$ cat src/hw/rtl/fwrg_pkg.sv
// ----------------------------------------------------------------------------
// fwrg_pkg: shared types and constants of the flash write rate guard
// Beat payload structs, configuration bundle, register indexes and reset values.
// ----------------------------------------------------------------------------
package fwrg_pkg;

  localparam int unsigned CfgIdxW  = 3;
  localparam int unsigned CfgDataW = 32;

  // register indexes
  localparam logic [CfgIdxW-1:0] RegSettleDelay   = 3'd0;
  localparam logic [CfgIdxW-1:0] RegShortWindowMs = 3'd1;
  localparam logic [CfgIdxW-1:0] RegShortLimit    = 3'd2;
  localparam logic [CfgIdxW-1:0] RegLongWindowMs  = 3'd3;
  localparam logic [CfgIdxW-1:0] RegLongLimit     = 3'd4;
  localparam logic [CfgIdxW-1:0] RegReopenPeriod  = 3'd5;

  // register reset values
  localparam logic [15:0] SettleDelayRst   = 16'd60;
  localparam logic [31:0] ShortWindowMsRst = 32'd5000;
  localparam logic [15:0] ShortLimitRst    = 16'd10;
  localparam logic [31:0] LongWindowMsRst  = 32'd3600000;
  localparam logic [15:0] LongLimitRst     = 16'd60;
  localparam logic [31:0] ReopenPeriodRst  = 32'd3600000;

  // operation codes
  localparam logic OpMarkDirty = 1'b0;
  localparam logic OpPoll      = 1'b1;

  typedef struct packed {
    logic        operation;
    logic [31:0] ms_now;
    logic [31:0] slow_now;
    logic        power_on;
    logic        save_immediately;
  } fwrg_in_t;

  typedef struct packed {
    logic write_flash;
    logic clear_immediate;
    logic locked_out;
  } fwrg_out_t;

  typedef struct packed {
    logic [15:0] settle_delay;
    logic [31:0] short_window_ms;
    logic [15:0] short_limit;
    logic [31:0] long_window_ms;
    logic [15:0] long_limit;
    logic [31:0] reopen_period_ms;
  } fwrg_cfg_t;

endpackage

$ cat src/hw/rtl/flash_write_rate_guard.sv
// ----------------------------------------------------------------------------
// flash_write_rate_guard: deferred, rate-limited flash commit controller
// Input register, one-pass decision logic, result register.
// ----------------------------------------------------------------------------
// An accepted beat waits in the input register; its result is then loaded into the result register.
// Throughput: one beat per cycle while out_ready_i drains results, set by the single pass through fwrg_core.
// The input register takes a new beat while a result waits in the output register, if it is empty.
// Reset: asynchronous, active low; clears guard state, valids and loads
// register defaults. No clearing pass.
module flash_write_rate_guard
  import fwrg_pkg::*;
(
  input  logic                clk_i,
  input  logic                rst_ni,
  input  logic                in_valid_i,
  output logic                in_ready_o,
  input  fwrg_in_t            in_data_i,
  output logic                out_valid_o,
  input  logic                out_ready_i,
  output fwrg_out_t           out_data_o,
  input  logic                cfg_we_i,
  input  logic [CfgIdxW-1:0]  cfg_idx_i,
  input  logic [CfgDataW-1:0] cfg_data_i
);

  fwrg_cfg_t cfg;
  fwrg_out_t res;
  fwrg_in_t  in_q;
  fwrg_out_t out_q;
  logic      in_valid_q, out_valid_q, proc_fire;

  fwrg_cfg_regs u_cfg (
    .clk_i,
    .rst_ni,
    .cfg_we_i,
    .cfg_idx_i,
    .cfg_data_i,
    .cfg_o (cfg)
  );

  // advance the held beat when the result slot is free or being drained
  assign proc_fire  = in_valid_q && (!out_valid_q || out_ready_i);
  assign in_ready_o = !in_valid_q || proc_fire;

  fwrg_core u_core (
    .clk_i,
    .rst_ni,
    .step_i (proc_fire),
    .item_i (in_q),
    .cfg_i  (cfg),
    .res_o  (res)
  );

  always_ff @(posedge clk_i or negedge rst_ni) begin
    if (!rst_ni) begin
      in_valid_q  <= 1'b0;
      out_valid_q <= 1'b0;
    end else begin
      if (in_ready_o) begin
        in_valid_q <= in_valid_i;
      end
      if (proc_fire) begin
        out_valid_q <= 1'b1;
      end else if (out_ready_i) begin
        out_valid_q <= 1'b0;
      end
    end
  end

  always_ff @(posedge clk_i) begin
    if (in_valid_i && in_ready_o) begin
      in_q <= in_data_i;
    end
    if (proc_fire) begin
      out_q <= res;
    end
  end

  assign out_valid_o = out_valid_q;
  assign out_data_o  = out_q;

  a_hold_input: assert property (@(posedge clk_i) disable iff (!rst_ni)
    in_valid_q && !proc_fire |=> in_valid_q && $stable(in_q))
    else $error("held input beat lost or changed");

  a_result_loaded: assert property (@(posedge clk_i) disable iff (!rst_ni)
    proc_fire |=> out_valid_q)
    else $error("processed beat produced no result");

  a_empty_slot_ready: assert property (@(posedge clk_i) disable iff (!rst_ni)
    !out_valid_q |-> in_ready_o)
    else $error("input stalled with empty result slot");

  a_write_on_poll: assert property (@(posedge clk_i) disable iff (!rst_ni)
    proc_fire && res.write_flash |-> in_q.operation == OpPoll)
    else $error("flash write on a mark-dirty beat");

endmodule

$ cat src/hw/rtl/fwrg_cfg_regs.sv
// ----------------------------------------------------------------------------
// fwrg_cfg_regs: configuration register bank
// Plain write port; writes to an unknown index are dropped.
// ----------------------------------------------------------------------------
module fwrg_cfg_regs
  import fwrg_pkg::*;
(
  input  logic                clk_i,
  input  logic                rst_ni,
  input  logic                cfg_we_i,
  input  logic [CfgIdxW-1:0]  cfg_idx_i,
  input  logic [CfgDataW-1:0] cfg_data_i,
  output fwrg_cfg_t           cfg_o
);

  fwrg_cfg_t cfg_d, cfg_q;

  always_comb begin
    cfg_d = cfg_q;
    if (cfg_we_i) begin
      case (cfg_idx_i)
        RegSettleDelay:   cfg_d.settle_delay     = cfg_data_i[15:0];
        RegShortWindowMs: cfg_d.short_window_ms  = cfg_data_i;
        RegShortLimit:    cfg_d.short_limit      = cfg_data_i[15:0];
        RegLongWindowMs:  cfg_d.long_window_ms   = cfg_data_i;
        RegLongLimit:     cfg_d.long_limit       = cfg_data_i[15:0];
        RegReopenPeriod:  cfg_d.reopen_period_ms = cfg_data_i;
        default: ;
      endcase
    end
  end

  always_ff @(posedge clk_i or negedge rst_ni) begin
    if (!rst_ni) begin
      cfg_q.settle_delay     <= SettleDelayRst;
      cfg_q.short_window_ms  <= ShortWindowMsRst;
      cfg_q.short_limit      <= ShortLimitRst;
      cfg_q.long_window_ms   <= LongWindowMsRst;
      cfg_q.long_limit       <= LongLimitRst;
      cfg_q.reopen_period_ms <= ReopenPeriodRst;
    end else begin
      cfg_q <= cfg_d;
    end
  end

  assign cfg_o = cfg_q;

endmodule

$ cat src/hw/rtl/fwrg_core.sv
// ----------------------------------------------------------------------------
// fwrg_core: commit decision and rate guard state
// Computes one result per beat and updates the guard state when step_i is set.
// ----------------------------------------------------------------------------
module fwrg_core
  import fwrg_pkg::*;
(
  input  logic      clk_i,
  input  logic      rst_ni,
  input  logic      step_i,
  input  fwrg_in_t  item_i,
  input  fwrg_cfg_t cfg_i,
  output fwrg_out_t res_o
);

  logic        pending_q, pending_d;
  logic [31:0] pending_time_q, pending_time_d;
  logic [31:0] short_start_q, short_start_d;
  logic [31:0] short_count_q, short_count_d;
  logic [31:0] long_start_q, long_start_d;
  logic [31:0] long_count_q, long_count_d;
  logic        lockout_q, lockout_d;
  logic [31:0] reopen_time_q, reopen_time_d;

  logic [31:0] slow_diff, short_diff, long_diff, reopen_diff;
  logic [31:0] short_inc, long_inc;
  logic        settled, proceed, guarded;
  logic        short_exp, long_exp, short_trip, long_trip, lock_now;
  logic        reopen_ok, allow, write;

  always_comb begin
    slow_diff   = item_i.slow_now - pending_time_q;
    short_diff  = item_i.ms_now - short_start_q;
    long_diff   = item_i.ms_now - long_start_q;
    reopen_diff = item_i.ms_now - reopen_time_q;
    short_inc   = short_count_q + 32'd1;
    long_inc    = long_count_q + 32'd1;

    settled = slow_diff >= {16'd0, cfg_i.settle_delay};
    proceed = (item_i.operation == OpPoll) && pending_q &&
              (settled || item_i.save_immediately);
    // the guard runs only for a commit that is not an immediate save
    guarded = proceed && !item_i.save_immediately;

    short_exp  = short_diff > cfg_i.short_window_ms;
    long_exp   = long_diff > cfg_i.long_window_ms;
    short_trip = short_exp && (short_inc > {16'd0, cfg_i.short_limit});
    long_trip  = long_exp && (long_inc > {16'd0, cfg_i.long_limit});
    lock_now   = lockout_q || (guarded && (short_trip || long_trip));
    reopen_ok  = reopen_diff >= cfg_i.reopen_period_ms;
    allow      = !lock_now || (reopen_ok && item_i.power_on);
    write      = proceed && (item_i.save_immediately || allow);

    pending_d      = pending_q;
    pending_time_d = pending_time_q;
    short_start_d  = short_start_q;
    short_count_d  = short_count_q;
    long_start_d   = long_start_q;
    long_count_d   = long_count_q;
    lockout_d      = lock_now;
    reopen_time_d  = reopen_time_q;

    if (item_i.operation == OpMarkDirty) begin
      pending_d      = 1'b1;
      pending_time_d = item_i.slow_now;
    end else if (proceed) begin
      pending_d = 1'b0;
    end

    if (guarded) begin
      short_start_d = short_exp ? item_i.ms_now : short_start_q;
      short_count_d = short_exp ? 32'd0 : short_inc;
      long_start_d  = long_exp ? item_i.ms_now : long_start_q;
      long_count_d  = long_exp ? 32'd0 : long_inc;
      if (lock_now && reopen_ok) begin
        reopen_time_d = item_i.ms_now;
      end
    end

    res_o.write_flash     = write;
    res_o.clear_immediate = write;
    res_o.locked_out      = lock_now;
  end

  always_ff @(posedge clk_i or negedge rst_ni) begin
    if (!rst_ni) begin
      pending_q      <= 1'b0;
      pending_time_q <= '0;
      short_start_q  <= '0;
      short_count_q  <= '0;
      long_start_q   <= '0;
      long_count_q   <= '0;
      lockout_q      <= 1'b0;
      reopen_time_q  <= '0;
    end else if (step_i) begin
      pending_q      <= pending_d;
      pending_time_q <= pending_time_d;
      short_start_q  <= short_start_d;
      short_count_q  <= short_count_d;
      long_start_q   <= long_start_d;
      long_count_q   <= long_count_d;
      lockout_q      <= lockout_d;
      reopen_time_q  <= reopen_time_d;
    end
  end

endmodule
$ cat config.mk
export PLATFORM = sky130hd
export DESIGN_NAME = flash_write_rate_guard
export DESIGN_NICKNAME = d
export VERILOG_FILES = /design/src/hw/rtl/fwrg_pkg.sv /design/src/hw/rtl/flash_write_rate_guard.sv /design/src/hw/rtl/fwrg_cfg_regs.sv /design/src/hw/rtl/fwrg_core.sv
export SDC_FILE = /design/constraint.sdc
export NUM_CORES = 1
export LEC_CHECK = 0
export BUFFER_PORTS_ARGS = -buffer_cell sky130_fd_sc_hd__buf_2
export CAP_MARGIN = 5
export CORE_MARGIN = 5
export CORE_UTILIZATION = 63
export CTS_CLUSTER_DIAMETER = 60
export DETAILED_ROUTE_END_ITERATION = 8
export PLACE_DENSITY_LB_ADDON = 0.3
export REMOVE_ABC_BUFFERS = 1
export SLEW_MARGIN = 20
export SYNTH_ARGS = -nofsm -noshare
export SYNTH_HDL_FRONTEND = slang
export SYNTH_SLANG_ARGS = --single-unit
$ cat constraint.sdc
create_clock -name clk_i -period 6.25 [get_ports clk_i]
set_clock_uncertainty 0.05 [all_clocks]
set_input_delay 1.25 -clock clk_i [delete_from_list [all_inputs] [get_ports clk_i]]
set_output_delay 1.25 -clock clk_i [all_outputs]
set_load 0.1 [all_outputs]
Word-level counts from Yosys, hierarchy flattened
Cells that the tools add are included.
- register bits after elaboration: 409
- output and inout bits: 5
- word-level logic and storage cells: 84
- bits of input ports: 107
- multiplexer cells: 6
- $lt $le $gt $ge: 6
- reductions and logical operators: 36
- equal/unequal tests: 6
- bitwise logic cells: 1
- add/sub/neg operators: 6
- operators with widths (kind ; number):
    $sub 32x32->32 ; 4
    $add 32x1->32 const B ; 2
    $gt 32x16->1 ; 2
    $gt 32x32->1 ; 2
    $mux 32 ; 2
    $ge 32x16->1 ; 1
    $ge 32x32->1 ; 1
    $reduce_and 2->1 ; 9
    $logic_and 1x1->1 ; 11
    $reduce_and 3->1 ; 3
    $logic_or 1x1->1 ; 7
    $eq 3x2->1 const B ; 2
    $eq 3x3->1 const B ; 2
    $logic_not 1->1 ; 4
    $mux 1 ; 4
    $eq 3x1->1 const B ; 1
    $logic_not 3->1 ; 1
    $ne 2x1->1 const B ; 1
    $reduce_bool 2->1 ; 1
    $not 1->1 ; 1

Depth between registers and ports, before layout
- depth in word-level cells: 11
- gate-level depth with buffers: 27
- gate-level depth less buffers: 25

By module
Synthesis repeated with hierarchy kept, for this count alone.
- cell total of the unflattened synthesis: 2788
- area total of the unflattened synthesis: 27401.3 um2
- modules (own cells, without submodules) (module ; cells each ; sequential area each (um2) ; times used ; area each (um2)):
    fwrg_core ; 2400 ; 4854.7 ; 1 ; 19731.4
    fwrg_cfg_regs ; 310 ; 3649.8 ; 1 ; 5464.0
    flash_write_rate_guard ; 78 ; 2152.1 ; 1 ; 2205.9

Worst setup path after synthesis
No wires, ideal clock.
- kind: register to register
- from: register in_q[34] (netlist name)
- to: register u_core.reopen_time_q[10]
- data required time: 6.075 ns
- stages on the path, launching flop included: 27
- arrival time: 5.490 ns
- path slack: 0.585 ns
- clock period less this slack: 5.665 ns
- cell sequence: edfxtp_1 inv_1 ha_1 inv_1 fa_1 a211oi_1 o21ai_0 a2111oi_0 nor4b_1 o21ai_0 nand3_1 nand2_1 o41ai_1 o41ai_1 xnor2_1 ha_1 and3_1 nand4_1 nor2_1 a2111oi_0 a22oi_1 and3_2 a311o_1 and4_1 buf_6 buf_12 mux2_4
- word-level cells in the longest chain between the ends: 8
- ends and longest elaborated chain (what ; RTL line ; RTL):
    from (decl) ; flash_write_rate_guard.sv:28 ; fwrg_in_t in_q;
    from (signal assigned) ; flash_write_rate_guard.sv:72 ; in_q <= in_data_i;
    $sub 32x32->32, on equally long branches ; fwrg_core.sv:33, fwrg_core.sv:34 ;
    $gt 32x32->1, on equally long branches ; fwrg_core.sv:45, fwrg_core.sv:46 ;
    $logic_and 1x1->1, on equally long branches ; fwrg_core.sv:47, fwrg_core.sv:48 ;
    $logic_or 1x1->1 ; fwrg_core.sv:49 ; lock_now = lockout_q || (guarded && (short_trip || long_trip));
    $logic_and 1x1->1 ; fwrg_core.sv:49 ;
    $logic_or 1x1->1 ; fwrg_core.sv:49 ;
    $logic_and 1x1->1 * ; fwrg_core.sv:75 ; if (lock_now && reopen_ok) begin
    $reduce_and 3->1 (no source line) * ; -- ;
    to (signal assigned) ; fwrg_core.sv:103 ; reopen_time_q <= reopen_time_d;
    to (decl) ; fwrg_core.sv:23 ; logic [31:0] reopen_time_q, reopen_time_d;
Every way passes the cells marked *; elsewhere a longest branch is shown, timed or not.
A chain may end at the register's enable or synchronous reset.

Final worst setup path
- from: register in_q[36] (netlist name)
- to: register u_core.reopen_time_q[0]
The elaborated chain is that of the path after synthesis.

==> flow_summary.json <==
{
  "outcome": "completed",
  "area_delta_synth_final_pct": 11.3,
  "drv_slew": 0,
  "p_leak_nw": 13.8,
  "fp.dieW_um": 218,
  "wl_met1_um": 28900,
  "hold_class": "reg -> reg",
  "dp_hpwl_um": 48900,
  "grt_max_degree": 119,
  "worst_pin_slew_ns": 1.01,
  "fin_area_um2": 30200,
  "die_y_um": 218,
  "yosysTopAreaCell": "dfrtp_1",
  "dp_slack_ns": -0.140,
  "start_kind": "flop",
  "routedWlPerCell_um": 18.8,
  "worstSetupPathType": "reg -> reg",
  "cp.required_ns": 6.69,
  "highest_layer": "met4",
  "synthCells": 2836,
  "max-slew-margin-rel_pct": 32.6,
  "critPathBufInv": 4,
  "final_cells": 3581,
  "hold_viol": 0,
  "synth_area_um2": 27200,
  "drc": 0,
  "synthArstFlopShare_pct": 83.1,
  "synth_fa_ha_area_share_pct": 12.7,
  "utilization_pct": 70.5,
  "placed_area_um2": 28500,
  "gr-total-overflow": 0,
  "slowest_delay_ns": 0.40,
  "drtAntennaViolNets": 0,
  "antenna_found_initial": 1,
  "yosys.area_share.simple_pct": 12.7,
  "routed_via_density": 6.03,
  "crit_family": "compound AO/OA/AOI/OAI gates",
  "cts-buffers-inserted": 47,
  "die_area_um2": 47400,
  "synth_top_family_by_area": "compound AO/OA/AOI/OAI gates",
  "min_period_over_period_pct": 95.9,
  "dr_wl_met2_um": 32700,
  "fill_cells": 3225,
  "syn_avg_cell_area_um2": 9.58,
  "cts_root_buf": "clkbuf_16",
  "drt_first_iter_violations": 1719,
  "ys_seq_elements": 409,
  "synth_compound_area_share_pct": 17.1,
  "place_inst": 3491,
  "cts-hold-fix-buffers": 0,
  "fmax_ghz": 0.167,
  "maxCapViolations": 0,
  "hp-start": "in_q[6]$_DFFE_PP_",
  "num_antenna_cells": 0,
  "ys.flop_type": "dfrtp_1",
  "fp-row-count": 76,
  "drt_wl_total_um": 67200,
  "synth_warnings": 0,
  "setup_violations": 0,
  "final_nets": 3338,
  "netlist_top_cells_area": "dfrtp_1, ha_1, edfxtp_1",
  "layout_commonest_cell": "inv_1",
  "clk_pin_slew_ns": 0.06,
  "port_buffers": 111,
  "synth-seq-area-share_pct": 39.1,
  "h-tree-depth": 2,
  "crit_path_start": "in_q[36]$_DFFE_PP_",
  "first_pass_iters": 6,
  "crit_slowest_cell": "edfxtp_1",
  "end_kind": "flop",
  "drive_gt1_share_pct": 17.1,
  "cts.path.max_buffers": 3,
  "synth.mux.area_fraction_pct": 7.68,
  "start_util_pct": 63.3,
  "grt_pass1_vias": 21800,
  "finalWorstSetupSlack_ns": 0.259,
  "worstSkewPairLatency_ns": 0.60,
  "synth_top_area_share_pct": 27.9,
  "p_per_area_nw_per_um2": 391,
  "route.met3.wl_um": 3560,
  "ios": 112,
  "synth-xor-area-share_pct": 4.42,
  "clock-sinks": 409,
  "grt_pass1_wl_um": 110000,
  "coreArea_um2": 42900,
  "critPathArrivalTime_ns": 6.43,
  "synth.distinct_cells": 89,
  "reg2reg_setup_slack_ns": 0.26,
  "crit_chain": "ha_1 -> a21oi_1 -> a2111oi_0 -> buf_4 -> o41ai_2 -> a21oi_1 -> o211ai_1 -> a31oi_1 -> buf_4 -> a211oi_1 -> o21ai_0 -> a21oi_1 -> xnor2_1 -> ha_1 -> nand2_1 -> nor3_1 -> buf_4 -> o31ai_1 -> a22oi_2 -> a311o_1 -> and4_4 -> buf_12 -> mux2_2",
  "gp_congestion": 0.951,
  "cts_tree": "yes",
  "cp_max_fo": 16,
  "synth_enable_flop_cells": 69,
  "layout_common_cells": "inv_1, dfrtp_1, o21ai_0",
  "track_usage_pct": 28.1,
  "routed-via-count": 21600,
  "irDropWorstVdd_mv": 0.259,
  "min_period_ns": 5.99,
  "r2r-start": "in_q[36]$_DFFE_PP_"
}
## final cells by class
| type | instances | area (um^2) | share of cell area [%] |
|---|---|---|---|
| multi-input combinational | 2012 | 15000 | 49.6 |
| sequential | 409 | 10600 | 35.2 |
| clock buffer | 63 | 1300 | 4.29 |
| inverter | 326 | 1220 | 4.05 |
| timing repair buffer | 161 | 1030 | 3.40 |
| tap | 585 | 732 | 2.42 |
| clock inverter | 25 | 333 | 1.10 |
## kinds of logic after synthesis
kind of cell | after synthesis
compound gates | 743
flops | 409
simple gates | 682
mux | 176
xor+xnor | 137
buf+inv | 415
fa+ha+maj | 274
## what timing repair did
action,in CTS,in global routing
pin swaps,0,5
gates resized for setup,2,20
setup endpoints to repair,32,101
setup buffers,0,1
cloned,0,1
## tightest hold or removal path: cells and delay by family (launching register included)
| kind | cells | cell delay [ns] |
|---|---|---|
| flip-flops | 1 | 0.35 |
| AO/OA/AOI/OAI | 1 | 0.06 |
| AND/OR/NAND/NOR | 1 | 0.05 |
## state kept, by name, summed over array words and instances, names as in the netlist
signal and cells:
out_valid_o 1, u_core.lockout_q 1, u_core.short_start_q 32, out_data_o 2, u_cfg.cfg_o 144, u_core.reopen_time_q 32
u_core.long_start_q 32, in_q 67, u_core.pending_q 1, u_core.pending_time_q 32, in_valid_q 1, u_core.short_count_q 32
u_core.long_count_q 32
## final timing paths
| check | end | cells after the start |
|---|---|---|
| worst max register to register | u_core.reopen_time_q[0]$_DFFE_PN0P_ | 23 |
| worst max-delay path | u_core.reopen_time_q[0]$_DFFE_PN0P_ | 23 |
| worst min-delay path | u_core.pending_time_q[4]$_DFFE_PN0P_ | 2 |
| min in group asynchronous | u_core.short_start_q[9]$_DFFE_PN0P_ | 1 |
| worst min register to register | u_core.pending_time_q[4]$_DFFE_PN0P_ | 2 |
| max in group asynchronous | u_core.short_count_q[31]$_DFFE_PN0P_ | 2 |
## report_power, final
group,switching [W],leakage (nW),total [W],internal (W)
sequential,0.000251,4.94,0.00349,0.00324
clock,0.00116,0.796,0.00292,0.00176
combinational,0.00309,8.04,0.00539,0.00230
## Yosys cell counts, types with 35 or more instances
| cell type | instances |
|---|---|
| mux2_2 | 137 |
| xor2_1 | 46 |
| edfxtp_1 | 69 |
| inv_1 | 326 |
| clkbuf_1 | 64 |
| xnor2_1 | 91 |
| a21oi_1 | 147 |
| nand4_1 | 47 |
| dfrtp_1 | 303 |
| dfstp_2 | 37 |
| nand2_1 | 231 |
| o21ai_0 | 290 |
| nand3_1 | 76 |
| o31ai_1 | 40 |
| nor3_1 | 35 |
| a21o_1 | 71 |
| nor2_1 | 113 |
| ha_1 | 270 |
## per-stage QoR
stage	setup TNS (ns)	total power [W]	hold slack, ns
2_1_floorplan	-77.90	0.00729	0.407
3_3_place_gp	0	0.00853	0.425
3_5_place_dp	-2.63	0.00876	0.429
4_1_cts	0	0.0118	0.448
5_1_grt	-0.0202	0.0127	0.460
6_report	0	0.0118	0.437
## metal layers
metal	up-vias	GRT usage, %
li1	10400	-
met1	10500	36.9
met2	591	48.5
met3	133	3.50
met4	0	9.73
met5	-	0
No activity file was read; power rests on OpenSTA's default activity.
